[config.mk]
export PLATFORM = sky130hd
export DESIGN_NAME = hci_uart_packet_deframer_top
export DESIGN_NICKNAME = d
export VERILOG_FILES = /design/src/sv/hciu_pkg.sv /design/src/sv/hci_uart_packet_deframer_top.sv
export SDC_FILE = /design/constraint.sdc
export NUM_CORES = 1
export LEC_CHECK = 0
export ABC_AREA = 1
export BUFFER_PORTS_ARGS = -buffer_cell sky130_fd_sc_hd__buf_2
export CAP_MARGIN = 20
export CORE_MARGIN = 5
export CORE_UTILIZATION = 59
export DETAILED_ROUTE_END_ITERATION = 10
export PLACE_DENSITY_LB_ADDON = 0.12
export SYNTH_ARGS = -nofsm -noshare
export SYNTH_HDL_FRONTEND = slang
export SYNTH_SLANG_ARGS = --single-unit
[constraint.sdc]
create_clock -name clock -period 2.8 [get_ports clock]
set_input_delay 0.14 -clock clock [delete_from_list [all_inputs] [get_ports clock]]
set_output_delay 0.14 -clock clock [all_outputs]
set_load 0.03 [all_outputs]
[src/sv/hciu_pkg.sv]
package hciu_pkg;

   typedef enum logic [1:0] {
      PH_TYPE = 2'd0,
      PH_PRE  = 2'd1,
      PH_PAY  = 2'd2
   } phase_type;

   localparam int unsigned ByteW = 8;
   localparam int unsigned KindW = 3;
   localparam int unsigned LenW  = 16;
   localparam int unsigned IdxW  = 3;
   localparam int unsigned UserW = 5;

   localparam logic [KindW-1:0] KIND_NONE  = 3'd0;
   localparam logic [KindW-1:0] KIND_CMD   = 3'd1;
   localparam logic [KindW-1:0] KIND_ACL   = 3'd2;
   localparam logic [KindW-1:0] KIND_SCO   = 3'd3;
   localparam logic [KindW-1:0] KIND_EVENT = 3'd4;
   localparam logic [KindW-1:0] KIND_ISO   = 3'd5;

   localparam logic [3:0] IsoLenHiMask = 4'hf;

   // preamble size per packet kind, zero for kinds that mean nothing
   function automatic logic [IdxW-1:0] pre_size(input logic [KindW-1:0] k);
      logic [IdxW-1:0] sz;
      unique case (k)
         KIND_CMD:   sz = 3'd3;
         KIND_ACL:   sz = 3'd4;
         KIND_SCO:   sz = 3'd3;
         KIND_EVENT: sz = 3'd2;
         KIND_ISO:   sz = 3'd4;
         default:    sz = 3'd0;
      endcase
      return sz;
   endfunction

   // preamble offset of the (low) length byte
   function automatic logic [IdxW-1:0] len_pos(input logic [KindW-1:0] k);
      logic [IdxW-1:0] pos;
      unique case (k)
         KIND_CMD, KIND_ACL, KIND_SCO, KIND_ISO: pos = 3'd2;
         KIND_EVENT:                             pos = 3'd1;
         default:                                pos = 3'd0;
      endcase
      return pos;
   endfunction

endpackage

[src/sv/hci_uart_packet_deframer_top.sv]
// A result appears on the rsp_ side in the cycle after its byte is accepted.
// Throughput: one byte per cycle while rsp_ is not stalled; the next per-byte state
// (phase, preamble index, 16-bit remaining count) is worked out combinationally.
// A type byte of 1 to 5 is consumed without a result.
// Reset (synchronous, active high) returns to waiting for a type byte and
// empties the result register.
module hci_uart_packet_deframer_top (
   input  logic                         clock,
   input  logic                         reset,
   input  logic                         req_tvalid,
   output logic                         req_tready,
   input  logic [hciu_pkg::ByteW-1:0]   req_tdata,   // [7:0] rx_byte
   output logic                         rsp_tvalid,
   input  logic                         rsp_tready,
   output logic [hciu_pkg::ByteW-1:0]   rsp_tdata,   // [7:0] packet_byte
   output logic [hciu_pkg::UserW-1:0]   rsp_tuser,   // [2:0] packet_kind, [3] first_of_packet,
                                                     // [4] bad_type
   output logic                         rsp_tlast    // last_of_packet
);

   hciu_pkg::phase_type            phase_ff, phase_in;
   logic [hciu_pkg::KindW-1:0]     kind_ff, kind_in;
   logic [hciu_pkg::LenW-1:0]      remain_ff, remain_in;
   logic [hciu_pkg::ByteW-1:0]     len_low_ff, len_low_in;
   logic [hciu_pkg::IdxW-1:0]      pre_idx_ff, pre_idx_in;

   logic                           out_valid_ff, out_valid_in;
   logic [hciu_pkg::ByteW-1:0]     out_byte_ff, out_byte_in;
   logic [hciu_pkg::KindW-1:0]     out_kind_ff, out_kind_in;
   logic                           out_first_ff, out_first_in;
   logic                           out_last_ff, out_last_in;
   logic                           out_bad_ff, out_bad_in;

   logic                           accept;
   logic                           emit;
   logic [hciu_pkg::IdxW-1:0]      psize;
   logic [hciu_pkg::IdxW:0]        idx_next;
   logic [hciu_pkg::LenW-1:0]      pkt_len;
   logic [hciu_pkg::LenW-1:0]      remain_dec;
   logic [hciu_pkg::ByteW-1:0]     b;

   assign req_tready = ~out_valid_ff | rsp_tready;
   assign accept     = req_tvalid & req_tready;
   assign b          = req_tdata;
   assign psize      = hciu_pkg::pre_size(kind_ff);
   assign idx_next   = {1'b0, pre_idx_ff} + 4'd1;
   assign remain_dec = remain_ff - 16'd1;

   always_comb begin
      priority if (kind_ff == hciu_pkg::KIND_ACL) begin
         pkt_len = {b, len_low_ff};
      end else if (kind_ff == hciu_pkg::KIND_ISO) begin
         pkt_len = {4'd0, b[3:0] & hciu_pkg::IsoLenHiMask, len_low_ff};
      end else begin
         pkt_len = {8'd0, b};
      end
   end

   always_comb begin
      phase_in     = phase_ff;
      kind_in      = kind_ff;
      remain_in    = remain_ff;
      len_low_in   = len_low_ff;
      pre_idx_in   = pre_idx_ff;
      emit         = 1'b1;
      out_byte_in  = b;
      out_kind_in  = kind_ff;
      out_first_in = 1'b0;
      out_last_in  = 1'b0;
      out_bad_in   = 1'b0;

      priority if (phase_ff == hciu_pkg::PH_PRE && psize != 3'd0) begin
         out_first_in = (pre_idx_ff == 3'd0);
         if (pre_idx_ff == hciu_pkg::len_pos(kind_ff)) begin
            len_low_in = b;
         end
         if (idx_next >= {1'b0, psize}) begin
            pre_idx_in = 3'd0;
            if (pkt_len == 16'd0) begin
               phase_in    = hciu_pkg::PH_TYPE;
               kind_in     = hciu_pkg::KIND_NONE;
               out_last_in = 1'b1;
            end else begin
               remain_in = pkt_len;
               phase_in  = hciu_pkg::PH_PAY;
            end
         end else begin
            pre_idx_in = idx_next[hciu_pkg::IdxW-1:0];
         end
      end else if (phase_ff == hciu_pkg::PH_PAY && psize != 3'd0 && remain_ff != 16'd0) begin
         remain_in = remain_dec;
         if (remain_dec == 16'd0) begin
            phase_in    = hciu_pkg::PH_TYPE;
            kind_in     = hciu_pkg::KIND_NONE;
            out_last_in = 1'b1;
         end
      end else begin
         // waiting for a type byte, also any unused state
         pre_idx_in = 3'd0;
         remain_in  = 16'd0;
         if (b >= 8'd1 && b <= 8'd5) begin
            kind_in  = b[hciu_pkg::KindW-1:0];
            phase_in = hciu_pkg::PH_PRE;
            emit     = 1'b0;
         end else begin
            kind_in     = hciu_pkg::KIND_NONE;
            phase_in    = hciu_pkg::PH_TYPE;
            out_kind_in = hciu_pkg::KIND_NONE;
            out_bad_in  = 1'b1;
         end
      end
   end

   // hold the result until taken; replace it only on a new accept
   always_comb begin
      if (accept) begin
         out_valid_in = emit;
      end else begin
         out_valid_in = out_valid_ff & ~rsp_tready;
      end
   end

   always_ff @(posedge clock) begin
      if (reset) begin
         phase_ff     <= hciu_pkg::PH_TYPE;
         kind_ff      <= hciu_pkg::KIND_NONE;
         remain_ff    <= '0;
         len_low_ff   <= '0;
         pre_idx_ff   <= '0;
         out_valid_ff <= 1'b0;
      end else begin
         out_valid_ff <= out_valid_in;
         if (accept) begin
            phase_ff   <= phase_in;
            kind_ff    <= kind_in;
            remain_ff  <= remain_in;
            len_low_ff <= len_low_in;
            pre_idx_ff <= pre_idx_in;
         end
      end
   end

   always_ff @(posedge clock) begin
      if (accept && emit) begin
         out_byte_ff  <= out_byte_in;
         out_kind_ff  <= out_kind_in;
         out_first_ff <= out_first_in;
         out_last_ff  <= out_last_in;
         out_bad_ff   <= out_bad_in;
      end
   end

   assign rsp_tvalid = out_valid_ff;
   assign rsp_tdata  = out_byte_ff;
   assign rsp_tuser  = {out_bad_ff, out_first_ff, out_kind_ff};
   assign rsp_tlast  = out_last_ff;

endmodule

Yosys cells after proc, flatten, opt, wreduce, memory -nomap -nowiden
Index checks and enable logic that the tools add are counted.

Eq/ne operators: 13. Order comparisons: 3. Mux-type cells: 36. Add/subtract/negate cells: 2. Reduce and logical (&&, ||, !) cells: 19. Bitwise operators: 5.

Operators with widths (number): 16-bit 2-to-1 mux (5); 3-bit 2-to-1 mux (13); 16-bit logical NOT (2); 16-bit nonzero test (1); 16-bit by 1-bit subtractor with 16-bit output, second input constant (1); 12-bit 2-to-1 mux (1); 1-bit 2-to-1 mux (10); 2-bit 2-to-1 mux (5); 3-bit one-hot mux with 3 select lines (1); 3-bit AND reduction (3); 8-bit by 1-bit greater-or-equal comparator with 1-bit output, second input constant (1); 8-bit by 3-bit <= comparator with 1-bit output, second input constant (1); 3-bit by 2-bit equality test with 1-bit output, second input constant (2); 3-bit equality test, second input constant (2); 2-bit OR reduction (3); 1-bit logical AND (5); 3-bit by 1-bit adder with 4-bit output, second input constant (1); 4-bit by 3-bit greater-or-equal comparator with 1-bit output (1); 2-bit by 1-bit != test with 1-bit output, second input constant (2); 2-bit != test, second input constant (2); 2-bit one-hot mux with 2 select lines (1); 4-bit AND reduction (1); 4-bit OR reduction (1); 3-bit by 1-bit equality test with 1-bit output, second input constant (1); other kinds (10) (12).

Input bits: 12. Flip-flop bits (word level): 47.

Depth between registers and ports, before layout
Depth in word-level cells: 9. Gate-level depth with buffers: 17. Mapped depth without buffers: 16.

Least setup slack after synthesis
No wires, ideal clock.

Path type: reg-to-reg. Start point: register pre_idx_ff[0] (netlist bit). End point: register remain_ff[10] (netlist bit). Cell stages (with the launch flop): 14. Data required time: 2.684 ns. Arrival: 2.037 ns. Path buffers: 1. Setup time: 0.116 ns. Path slack: 0.648 ns. Cell sequence: dfxtp_1 -> inv_1 -> ha_1 -> ha_1 -> a21boi_0 -> o21ai_0 -> nand2_1 -> nor2_1 -> nor2_2 -> nand2_2 -> inv_2 -> buf_4 -> nor2_1 -> nor2_1.

Longest elaborated chain between the ends: 4.

Ends and longest elaborated chain: from (decl) (line hci_uart_packet_deframer_top.sv:25) `logic [hciu_pkg::IdxW-1:0] pre_idx_ff, pre_idx_in;`; from (signal assigned) (line hci_uart_packet_deframer_top.sv:138) `pre_idx_ff <= pre_idx_in;`; 3-bit by 1-bit adder with 4-bit output (line hci_uart_packet_deframer_top.sv:46) `assign idx_next = {1'b0, pre_idx_ff} + 4'd1;`; 4-bit by 3-bit greater-or-equal comparator with 1-bit output (line hci_uart_packet_deframer_top.sv:77) `if (idx_next >= {1'b0, psize}) begin`; 2-bit by 1-bit != test with 1-bit output (no source line); 3-bit AND reduction (no source line); to (signal assigned) (line hci_uart_packet_deframer_top.sv:136) `remain_ff <= remain_in;`; to (decl) (line hci_uart_packet_deframer_top.sv:23) `logic [hciu_pkg::LenW-1:0] remain_ff, remain_in;`.

No other way between the ends. A chain may end at the register's enable or synchronous reset.

Worst setup path after layout
Start point: register pre_idx_ff[0] (netlist bit). End point: register remain_ff[13] (netlist bit).

Same word-level chain as after synthesis.

==> run_results.csv <==
group,metric,value,unit
synth,yosys_register_bits,47,
layout,most-common-layout-cells,"nand2_1, nor2_1, inv_1",
layout,num-fill-cells,427,
layout,syn_to_final_growth,7.66,%
floorplan,dieArea,0.00637,mm²
placement,globalplace.congestion,0.942,
global_routing,grt_pass1_wl,11.7,mm
setup_path,crit_slowest_cell,"dfxtp_1",
timing,fin_ws,268,ps
cts,cts-buffers-inserted,5,
setup_path,end_kind,"flop",
cts,path_clk_slew,80,ps
timing,fmax,395,MHz
setup_path,critPathKind,"reg2reg",
setup_path,r2r-start,"pre_idx_ff[0]",
global_routing,antenna_found_initial,0,
setup_path,max_stage_delay,430,ps
pwr,p_leak,1.46,nW
layout,stdcell_area,0.00310,mm²
global_routing,grt_pass1_vias,2519,
synth,synth-seq-area-share,0.376,
pwr,vdd_ir_drop_max,0.293,mV
floorplan,die_w,79.8,µm
layout,insertedDiodeCount,0,
setup_path,arrival,2730,ps
layout,layout-drive-gt1-share,0.114,
floorplan,core_area,0.00472,mm²
worst_hold_path,hp-start,"req_tdata[7]",
cts,htreeDepth,2,
global_routing,grt_util_all_layers,0.232,
synth,yosys_warnings,0,
floorplan,num_io_pins,28,
route,num_vias,2766,
placement,io_buffers,27,
setup_path,cp_top_family,"simple AND/OR/NAND/NOR gates",
global_routing,grt_max_degree,28,
timing,finalCritPeriodShare,0.904,
timing,worst_pin_slew,711,ps
setup_path,cpMostUsedCell,"nand2_1",
route,dr.pass1.iters,5,
layout,nNetsFinal,465,
timing,finalHoldViolations,0,
layout,final_common_cell,"nand2_1",
cts,cts_setup_buffers,0,
synth,synth_nets,443,
setup_path,worstPathCellList,"inv_1 > ha_1 > ha_1 > a21boi_0 > o21ai_0 > nand2_1 > nor2_1 > nor2_2 > nand2_4 > inv_4 > nand2_1 > nand2_1 > nor2_1",
global_routing,globalRoute.totalOverflow,0,
timing,maxSlewViolCount,0,
placement,detailed_place.area,0.00301,mm²
floorplan,initial_utilization,0.609,
route,initialDrtViolationCount,229,
setup_path,cp-startpoint,"pre_idx_ff[0]",
pwr,powerDensity,450,mW/mm²
timing,rsz0062_at_grt,"no",
timing,slew_headroom,0.523,
timing,layout_min_cycle_time,2530,ps
timing,hold_slack,50.0,ps
job,cap_violations,0,
synth,synthCells,424,
route,wl_per_cell,13.3,µm
timing,setup_viol,0,
floorplan,placementRows,25,
timing,finalSetupTns,0,ps
setup_path,setup.worst_path.start_class,"flop",
route,viasPerCell,5.38,
cts,cts_tree,"built",
setup_path,cp_num_buf_inv,2,
synth,synth_area,0.00288,mm²
timing,fin_skew,8.87,ps
setup_path,cp.required,3000,ps
route,antenna_left,0,
setup_path,crit_fanout,20,
synth,synth_cell_type_count,38,
worst_hold_path,hold_path.class,"in2reg",
cts,clock-sinks,47,
placement,dpl.hpwl,5.24,mm
synth,synth_area_per_cell,6.78,µm²
placement,dp_slack,175,ps
status,outcome,"finished, final reports clean",
route,drt-total-wl,6.84,mm
cts,cts-root-buf,"clkbuf_8",
cts,clk_path_buf_depth,2,
route,drc,0,
floorplan,die_h,79.8,µm
cts,clkLatencyLatePin,300,ps
worst register-to-register path, delay by kind of cell, from the launching register on:
family,cells,cell delay (ps)
buffers and inverters,2,340
AOI/OAI and AO/OA,2,260
adders and majority gates,2,620
DFF,1,430
and+or+nand+nor,7,790
layout make-up:
cell class / instances / area (µm²) / share of cell area
multi-input cells: 297 / 1450 / 0.467
flip-flops and latches: 47 / 1080 / 0.349
inverters: 65 / 246 / 0.0796
repair buffers: 30 / 158 / 0.0509
well taps: 67 / 83.8 / 0.0271
clock buffers: 7 / 76.3 / 0.0246
clock inverters: 1 / 5.00 / 0.00162
cell usage after synthesis (all sizes together):
master   count  area, µm²
nand2      104        405
nor2        68        260
inv         64        240
dfxtp       33        661
o21ai       28        144
a21oi       25        125
nand3       23        140
edfxtp      14        420
nor3        13       70.1
buf         12       98.8
ha           7       87.6
nand4        7       43.8
o22ai        4       25.0
clkbuf       3       11.3
xor2         3       26.3
a211oi       2       15.0
nor4         2       12.5
xnor2        2       17.5
a21boi       1       7.51
a22o         1       8.76
a22oi        1       7.51
a31o         1       8.76
a31oi        1       6.26
a32oi        1       8.76
and2         1       6.26
and3         1       6.26
clkinv       1       3.75
o2111ai      1       8.76
flip-flops by register name (all words and copies together), names as in the netlist:
name,flops
rsp_tdata,8
phase_ff,2
len_low_ff,8
out_kind_ff,3
out_first_ff,1
out_bad_ff,1
remain_ff,16
kind_ff,3
rsp_tlast,1
rsp_tvalid,1
pre_idx_ff,3
report_power, final:
| part | internal [mW] | switching [mW] | total, mW |
|---|---|---|---|
| sequential | 0.727 | 0.0181 | 0.745 |
| clock | 0.175 | 0.216 | 0.392 |
| combinational | 0.0790 | 0.177 | 0.256 |
| total | 0.981 | 0.411 | 1.39 |
metal layers:
metal  GRT usage  up-vias  wire, µm
met5           0        -         0
met4      0.0726        0       112
met3      0.0384       15       481
met2       0.378      106      3200
met1       0.313     1244      3040
li1            -     1401         -
repair_timing:
| action | CTS | global route |
|---|---|---|
| endpoints found under the setup margin | 0 | 13 |
| resized for setup | 0 | 3 |
| hold buffers | 0 | 0 |
path summary, 6_finish.rpt:
kind	endpoint	slack, ps	cells past startpoint
hold reg to reg	len_low_ff[5]	470	2
setup reg to reg	remain_ff[13]	270	13
hold / removal	rsp_tdata[7]	50	1
setup / recovery	remain_ff[13]	270	13
cells by family after synthesis:
| logic type | count (synthesis) | synth area share |
|---|---|---|
| flops | 47 | 0.376 |
| compound gates | 66 | 0.127 |
| fa+ha+maj | 7 | 0.0304 |
| xor+xnor | 5 | 0.0152 |
| buf+inv | 80 | 0.123 |
| simple gates | 219 | 0.328 |
through the flow:
stage / cells / power, mW / util
floorplan: 424 / 0.947 / -
global placement: 506 / 1.00 / 0.637
detailed placement: 506 / 1.01 / 0.637
CTS: 514 / 1.40 / 0.654
global route: 514 / 1.48 / 0.656
finish: 514 / 1.39 / 0.656
Power figures use the tool's default switching activity.
